$ cat src/box_filter_3x3_assert.svh
// Assertion macros for the box filter RTL.
// Needs clk and rst in the scope where a macro is used.
`ifndef BOX_FILTER_3X3_ASSERT_SVH
`define BOX_FILTER_3X3_ASSERT_SVH

// Property that must hold at every clock edge outside reset.
`define BF3_ASSERT(label, prop, msg) \
  label: assert property (@(posedge clk) disable iff (rst) (prop)) else $error(msg);

// Property that must hold in the cycle after a condition.
`define BF3_ASSERT_NEXT(label, cond, prop, msg) \
  label: assert property (@(posedge clk) disable iff (rst) (cond) |=> (prop)) else $error(msg);

`endif

$ cat src/bf3_pkg.sv
// Package for the 3x3 box filter: pixel and column types, register codes,
// and the constants of the divide-by-nine stage. No dependencies.
package bf3_pkg;

  localparam int PIXEL_BITS    = 16;
  localparam int MAX_WIDTH_DEF = 1024;
  localparam int MAX_HEIGHT    = 4096;
  localparam int ROW_W         = 13;
  localparam int CFG_WIDTH_W   = 11;
  localparam int CFG_HEIGHT_W  = 13;
  localparam int CFG_DATA_W    = 32;
  localparam int CFG_ADDR_W    = 3;
  localparam int COLSUM_W      = PIXEL_BITS + 2;
  localparam int WINSUM_W      = PIXEL_BITS + 4;

  localparam logic [CFG_WIDTH_W-1:0]  WIDTH_RESET  = CFG_WIDTH_W'(640);
  localparam logic [CFG_HEIGHT_W-1:0] HEIGHT_RESET = CFG_HEIGHT_W'(480);

  // floor(x * DIV9_MUL / 2^DIV9_SHIFT) equals floor(x / 9) for every
  // x below 2^21, which covers a nine-pixel sum plus the rounding bias.
  localparam int                   DIV9_SHIFT = 23;
  localparam logic [WINSUM_W-1:0]  DIV9_MUL   = WINSUM_W'(932068);
  localparam logic [WINSUM_W-1:0]  ROUND_BIAS = WINSUM_W'(4);

  typedef logic [PIXEL_BITS-1:0] pix_t;
  typedef logic [COLSUM_W-1:0]   colsum_t;

  // One column of the 3x3 window, top row first.
  typedef struct packed {
    pix_t top;
    pix_t mid;
    pix_t bot;
  } column_t;

  // One entry of the line store: the two rows above the current one.
  typedef struct packed {
    pix_t two_above;
    pix_t above;
  } line_pair_t;

  // What travels with an item down the pipeline.
  typedef struct packed {
    logic emit;
    logic interior;
    logic last;
  } tag_t;

  typedef enum logic {
    REG_IMAGE_WIDTH  = 1'b0,
    REG_IMAGE_HEIGHT = 1'b1
  } reg_index_t;

endpackage

$ cat src/bf3_col_cell.sv
// One column cell of the 3x3 window chain: holds three pixels and their sum.
// Depends on bf3_pkg for the column and sum types.
module bf3_col_cell
  import bf3_pkg::*;
(
  input  logic    clk,
  input  logic    shift,
  input  column_t col_in,
  output column_t col_out,
  output colsum_t sum
);

  always_ff @(posedge clk) begin
    if (shift) begin
      col_out <= col_in;
      sum     <= COLSUM_W'(col_in.top) + COLSUM_W'(col_in.mid) + COLSUM_W'(col_in.bot);
    end
  end

endmodule

$ cat config.mk
export PLATFORM = sky130hd
export DESIGN_NAME = bf3_col_cell
export DESIGN_NICKNAME = d
export VERILOG_FILES = /design/src/box_filter_3x3_assert.svh /design/src/bf3_pkg.sv /design/src/bf3_col_cell.sv
export SDC_FILE = /design/constraint.sdc
export NUM_CORES = 1
export LEC_CHECK = 0
export ABC_AREA = 1
export BUFFER_PORTS_ARGS = -buffer_cell sky130_fd_sc_hd__buf_2
export CAP_MARGIN = 40
export CELL_PAD_IN_SITES_DETAIL_PLACEMENT = 0
export CELL_PAD_IN_SITES_GLOBAL_PLACEMENT = 1
export CORE_MARGIN = 5
export CORE_UTILIZATION = 41
export DETAILED_ROUTE_END_ITERATION = 10
export PLACE_DENSITY_LB_ADDON = 0.1
export SLEW_MARGIN = 20
export SYNTH_ARGS = -nofsm -noshare
export SYNTH_HDL_FRONTEND = slang
export SYNTH_SLANG_ARGS = --single-unit
$ cat constraint.sdc
create_clock -name clk -period 4 [get_ports clk]
set_input_delay 1 -clock clk [delete_from_list [all_inputs] [get_ports clk]]
set_output_delay 1 -clock clk [all_outputs]
set_load 0.01 [all_outputs]
==> metrics.md, run 1 <==
| Metric | Value |
|---|---|
| Remaining antenna violation count after routing | `0` |
| Via count of the first global-routing pass | `between 2k and 2.5k` |
| Die span in x | `about 99 um` |
| Net count after synthesis | `around 360` |
| Number of post-CTS setup repair buffers | `0` |
| RSZ-0062 raised after global routing | `false` |
| Total I/O pin count | `about 120` |
| Tightest Pin Transition | `~0.75 ns` |
| DRC viols | `0` |
| Worst min-delay path class | `in -> reg` |
| Kind of capture point of the worst setup path | `register` |
| Most frequent cells after synthesis | `87 x sky130_fd_sc_hd__nand2_1, 66 x sky130_fd_sc_hd__edfxtp_1, 49 x sky130_fd_sc_hd__inv_1` |
| Die area | `roughly 0.01 mm^2` |
| Most frequent cell after synthesis | `sky130_fd_sc_hd__nand2_1` |
| CP Data Arrival Time | `about 2.9 ns` |
| Required time of the critical path | `4.09 ns` |
| Sequential element share of the synthesized area | `60.8%` |
| Effective utilization at floorplan | `42.2%` |
| Aggregate routed wire length | `between 6000 and 7000 um` |
| PostCTS Resize Cnt | `0` |
| Fin cells | `around 500` |
| Maximum number of buffers from clock root to sink | `2` |
| Final critical-path required period | `roughly 2.8 ns` |
| Layout overhead on the synthesized area | `28.4%` |
| Overall fraction of global-route tracks in use | `~15%` |
| Cell types occupying the most area after synthesis | `sky130_fd_sc_hd__edfxtp_1 61%, sky130_fd_sc_hd__fa_1 10%, sky130_fd_sc_hd__nand2_1 10%` |
| Clock tree from TritonCTS | `yes` |
| Standard-cell row count | `32` |
| Via count of the routed design | `~2.2k` |
| Proportion of register bits with asynchronous set or reset after synthesis | `0%` |
| Iteration-0 DRC count of the detailed router | `57` |
| Number of distinct library cells after synthesis | `15` |
| Gate count of the mapped netlist | `around 280` |
| Post-Synthesis Mean Instance Area | `between 10 and 15 um^2` |
| # H-tree levels | `3` |
| Synth area leader | `sky130_fd_sc_hd__edfxtp_1` |
| Number of antenna violations at the first check in global routing | `0` |
| Port-buffer cells | `between 100 and 150` |
| Reported max-cap violation count | `0` |
| Number of register bits inferred by synthesis | `66` |
| Headroom to the max-slew limit | `50.1%` |
| Number of hold violations in the final report | `0` |
| Static leakage power | `between 2 and 2.5 nW` |
| Fmax | `approximately 350 MHz` |
| Nets@finish | `487` |
| Startpoint class of the critical path | `input port` |
| Die extent in y | `~99 um` |
| Remaining global-route overflow | `0` |
| Master cell of the clock root buffer | `sky130_fd_sc_hd__clkbuf_8` |
| Via count normalized by instance count | `approximately 4.4` |
| Count of flip-flops with a built-in enable after synthesis | `66` |
| Most crowded layer after global routing | `met2` |
| Fraction of layout instances using a drive strength above 1 | `32.2%` |
| Ys Warns | `0` |
| Ant diodes | `0` |
| Number of max-slew violations in the final report | `0` |
| Power per standard cell area | `approximately 480 mW/mm^2` |
| Share of the synthesized area in the top cell type | `about three fifths` |
| Final setup violation count | `0` |
| Worst-case vdd ir drop | `around 230 uV` |
| Number of buffers added to fix hold violations after cts | `0` |
| TNS Setup | `0 ns` |
| Most instantiated flip-flop cell in the synthesis netlist | `sky130_fd_sc_hd__edfxtp_1` |
| Launch point of the worst hold path | `col_in[16]` |
| CP max FO | `3` |
| Met3 Resource Use GR | `roughly 5.2%` |
| Wire length of the first global-routing pass | `11200 um` |
| Global Route met2 Usage | `about a quarter` |
| Dpl cells | `~500` |
| Post-Syn Area | `0.00326 mm^2` |
| Post-detailed-route wirelength per cell | `about 13 um` |
| Worst setup path startpoint | `col_in[1]` |
| Clock-pin slew on the worst setup and hold paths | `roughly 0.07 ns` |
| Classification of the worst setup path | `in -> reg` |
| Grt met1 use | `17.7%` |
| Status | `completed` |
| Final worst path period share | `between 70% and 80%` |
| Clock tree sinks | `66` |
| Maximum number of pins on one net before global-route repair | `33` |
| TritonCTS Buffers | `9` |
| Placed wire-length estimate after detailed placement | `5370 um` |
| Final estimated routing congestion in global placement | `between 0.7 and 0.8` |
| First-pass DRT Iterations | `4` |
| Core region area | `around 0.0077 mm^2` |
| Final Util | `around 54%` |
-- final cells by class --
class / instances / area [um^2]
Tap cell: 102 / 128
Clock buffer: 10 / 128
Fill cell: 701 / 3540
Clock inverter: 6 / 81.3
Timing Repair Buffer: 117 / 591
Sequential cell: 66 / 1980
Inverter: 49 / 184
Multi-Input combinational cell: 162 / 1090
-- placed cells by master (no fill, tap or decap) --
cell type and n:
sky130_fd_sc_hd__edfxtp_1 66, sky130_fd_sc_hd__clkbuf_8 9, sky130_fd_sc_hd__or2_1 1, sky130_fd_sc_hd__clkbuf_1 1
sky130_fd_sc_hd__ha_1 15, sky130_fd_sc_hd__buf_4 2, sky130_fd_sc_hd__nand3_1 9, sky130_fd_sc_hd__clkinvlp_4 1
sky130_fd_sc_hd__a21oi_1 7, sky130_fd_sc_hd__nand3b_1 2, sky130_fd_sc_hd__bufinv_16 2, sky130_fd_sc_hd__clkinv_1 1
sky130_fd_sc_hd__inv_1 49, sky130_fd_sc_hd__clkinv_2 2, sky130_fd_sc_hd__fa_1 17, sky130_fd_sc_hd__buf_2 115
sky130_fd_sc_hd__and2_1 1, sky130_fd_sc_hd__nor3_1 2, sky130_fd_sc_hd__nor2_1 12, sky130_fd_sc_hd__nor3_2 1
sky130_fd_sc_hd__xor2_1 7, sky130_fd_sc_hd__nand4_1 1, sky130_fd_sc_hd__nand2_1 87
-- worst max-delay path: stages --
cell	delay, ns
sky130_fd_sc_hd__buf_2	0.12
sky130_fd_sc_hd__fa_1	0.48
sky130_fd_sc_hd__ha_1	0.24
sky130_fd_sc_hd__fa_1	0.41
sky130_fd_sc_hd__nand2_1	0.08
sky130_fd_sc_hd__nand2_1	0.08
sky130_fd_sc_hd__and2_1	0.18
sky130_fd_sc_hd__nand3_1	0.10
sky130_fd_sc_hd__nand3_1	0.10
sky130_fd_sc_hd__nand2_1	0.07
sky130_fd_sc_hd__nand2_1	0.04
-- registers in the layout, indices dropped and copies added (netlist names) --
name     count
col_out     48
sum         18
-- routing by layer --
layer / vias up / wire, um
met4: 0 / 120
met1: 1002 / 2800
met2: 76 / 3050
met5: - / 0
met3: 10 / 646
li1: 1149 / -
-- path summary, 6_finish.rpt --
path / cells after the start / end
worst max-delay path: 11 / sum[17]$_DFFE_PP_
worst min-delay path: 1 / col_out[16]$_DFFE_PP_
-- stage by stage --
step	worst slack (ns)	hold slack, ns	power [W]	cell area [um^2]
floorplan	1.13	1.10	0.00122	3260
finish	1.18	0.849	0.00199	4190
detailed placement	0.843	1.19	0.00143	3980
global route	1.04	0.839	0.00214	4190
CTS	1.19	0.836	0.00202	4190
global placement	0.887	1.19	0.00142	3980
-- logic make-up (layout without fill, tap and decap cells) --
| family | count (synthesis) | count (layout) | synth area share [%] |
|---|---|---|---|
| simple gates | 116 | 116 | 14.4 |
| flops | 66 | 66 | 60.8 |
| buf+inv | 49 | 182 | 5.64 |
| fa+ha+maj | 32 | 32 | 16.2 |
| compound gates | 7 | 7 | 1.07 |
| xor+xnor | 7 | 7 | 1.88 |
-- report_power, final --
| part | switching [W] | internal, W |
|---|---|---|
| Combinational | 0.000308 | 0.000197 |
| Sequential | 0.0000196 | 0.000873 |
| Clock | 0.000249 | 0.000347 |
| Total | 0.000577 | 0.00142 |
(Power assumes the default switching activity.)
==> inputs of run 2 (changes only) <==
--- a/config.mk
+++ b/config.mk
@@ -11,7 +11,7 @@
 export CELL_PAD_IN_SITES_DETAIL_PLACEMENT = 0
 export CELL_PAD_IN_SITES_GLOBAL_PLACEMENT = 1
 export CORE_MARGIN = 5
-export CORE_UTILIZATION = 41
+export CORE_UTILIZATION = 34
 export DETAILED_ROUTE_END_ITERATION = 10
 export PLACE_DENSITY_LB_ADDON = 0.1
 export SLEW_MARGIN = 20
==> constraint.sdc (replaced) <==
create_clock -name clk -period 2.4 [get_ports clk]
set_input_delay 0.6 -clock clk [delete_from_list [all_inputs] [get_ports clk]]
set_output_delay 0.6 -clock clk [all_outputs]
set_load 0.01 [all_outputs]
==> run 2 against run 1 <==
Core utilization decreased by 7.3 points. Critical endpoint is now sum[11]$_DFFE_PP_. Highest routed layer unchanged. First-iteration DRC count increased by 1.8%. Setup slack got worse by 1.1 ns. Via count increased by 2.5%.
==> metrics.md, run 2 (synthesis gave the netlist of run 1 again) <==
| Metric | Value |
|---|---|
| Most Frequent Cell on Critical Path | `sky130_fd_sc_hd__nand2_1` |
| Overall fraction of global-route tracks in use | `12.3%` |
| Flip-flop count of the largest register after layout | `48` |
| Static leakage power | `about 2.1 nW` |
| Worst slack on hold paths | `about 0.45 ns` |
| DRC viols | `0` |
| Effective utilization at floorplan | `approximately a third` |
| Port-buffer cells | `~120` |
| Design Power | `around 0.0033 W` |
| RSZ-0062 raised after global routing | `false` |
| Post-place setup slack | `-0.270 ns` |
| Die area | `0.0116 mm^2` |
| Worst min-delay path class | `in -> reg` |
| Final worst path period share | `95.0%` |
| Layout overhead on the synthesized area | `33.7%` |
| Fraction of layout instances using a drive strength above 1 | `approximately 36%` |
| Via count of the routed design | `2293` |
| Required time of the critical path | `around 2.5 ns` |
| Core region area | `about 0.0093 mm^2` |
| Classification of the worst setup path | `in -> reg` |
| Number of max-slew violations in the final report | `0` |
| Via count of the first global-routing pass | `about 2.4k` |
| CP max FO | `3` |
| Total I/O pin count | `116` |
| TritonCTS Buffers | `9` |
| Power per standard cell area | `roughly 760 mW/mm^2` |
| Dpl cells | `540` |
| Fin cells | `roughly 560` |
| Nets@finish | `approximately 500` |
| Most flop-heavy register | `col_out` |
| Number of antenna violations at the first check in global routing | `0` |
| Die span in x | `~110 um` |
| First-pass DRT Iterations | `6` |
| Maximum number of buffers from clock root to sink | `2` |
| Number of hold violations in the final report | `0` |
| Maximum number of pins on one net before global-route repair | `27` |
| Biggest registers after layout | `col_out: 48 flops, sum: 18 flops` |
| Final worst setup slack | `approximately 0.12 ns` |
| CP Data Arrival Time | `around 2.4 ns` |
| Final setup violation count | `0` |
| # H-tree levels | `3` |
| Kind of capture point of the worst setup path | `register` |
| Clock tree from TritonCTS | `yes` |
| Fmax | `~440 MHz` |
| Largest incremental delay on the critical path | `about 0.50 ns` |
| Standard-cell row count | `35` |
| Worst-case vdd ir drop | `about 300 uV` |
| Final critical-path required period | `2.28 ns` |
| Series of cell instances along the critical path | `buf_2 -> fa_1 -> ha_2 -> fa_2 -> nand2_1 -> nand2_1 -> nand3b_1 -> nand2_2 -> nand2_1 -> nand2_1 -> nand2_1 -> nand2_1` |
| Leading cell type in the layout, fill and taps excluded | `sky130_fd_sc_hd__buf_2` |
| Tightest Pin Transition | `roughly 0.53 ns` |
| Headroom to the max-slew limit | `between 60% and 70%` |
| Leading cell types in the layout, fill and taps excluded | `115 x sky130_fd_sc_hd__buf_2, 85 x sky130_fd_sc_hd__nand2_1, 66 x sky130_fd_sc_hd__edfxtp_1` |
| Aggregate routed wire length | `6930 um` |
| Clock-pin slew on the worst setup and hold paths | `0.07 ns` |
| Reported max-cap violation count | `0` |
| Die extent in y | `108 um` |
| Remaining antenna violation count after routing | `0` |
| Ant diodes | `0` |
| Final estimated routing congestion in global placement | `0.808` |
| Clock tree sinks | `66` |
| Placed wire-length estimate after detailed placement | `5630 um` |
| Remaining global-route overflow | `0` |
| Startpoint class of the critical path | `input port` |
| Iteration-0 DRC count of the detailed router | `58` |
| Master cell of the clock root buffer | `sky130_fd_sc_hd__clkbuf_8` |
| Via count normalized by instance count | `around 4.1` |
| Wire length of the first global-routing pass | `around 11000 um` |
| Cell with the largest stage delay on the worst path | `sky130_fd_sc_hd__fa_1` |
| Post-detailed-route wirelength per cell | `12.5 um` |
| Status | `completed` |
==> run 2: cell count changes in the layout (fill, tap and decap cells not counted), sizes merged <==
cell / previous run / this run
clkinvlp: 1 / 0
clkbuf: 10 / 11
bufinv: 2 / 1
buf: 117 / 134
==> run 2: layer usage <==
metal,vias to the layer above,track usage (%),wire [um]
li1,1184,-,-
met1,1031,15.6,3140
met2,69,18.8,3110
met3,9,5.49,594
met4,0,4.06,82
met5,-,0,0
==> run 2: final timing paths <==
| check | start | end | slack [ns] | depth (start not counted) |
|---|---|---|---|---|
| setup / recovery | col_in[33] | sum[11]$_DFFE_PP_ | 0.12 | 12 |
| hold / removal | col_in[47] | col_out[47]$_DFFE_PP_ | 0.45 | 1 |
==> run 2: what timing repair did <==
action | CTS | global route
resized for setup | 0 | 4
setup endpoints to repair | 0 | 4
hold buffers | 0 | 0
buffers inserted | 0 | 0
==> run 2: area by class of cell <==
| cell class | instances | area [um^2] |
|---|---|---|
| sequential | 66 | 1980 |
| fill | 913 | 4930 |
| inverter | 49 | 184 |
| multi-input combinational | 162 | 1110 |
| clock buffer | 11 | 131 |
| tap | 129 | 161 |
| clock inverter | 4 | 43.8 |
| timing repair buffer | 134 | 743 |
==> run 2: power breakdown <==
part | switching, W | internal (W)
Clock | 0.000406 | 0.000468
Sequential | 0.0000315 | 0.00145
Combinational | 0.000542 | 0.000405
Total | 0.000979 | 0.00233
==> run 2: metrics by stage <==
step	instance area [um^2]	setup TNS, ns	util, %
finish	4360	0	46.9
global route	4360	0	46.9
CTS	4350	0	46.8
detailed placement	4170	-2.22	44.9
global placement	4170	-1.94	44.9
floorplan	3270	0	-
==> run 2: critical path: cells and delay by family <==
kind                       cells  cell delay [ns]
buffers and inverters          1             0.12
adders and majority gates      3             1.06
and+or+nand+nor                8             0.61
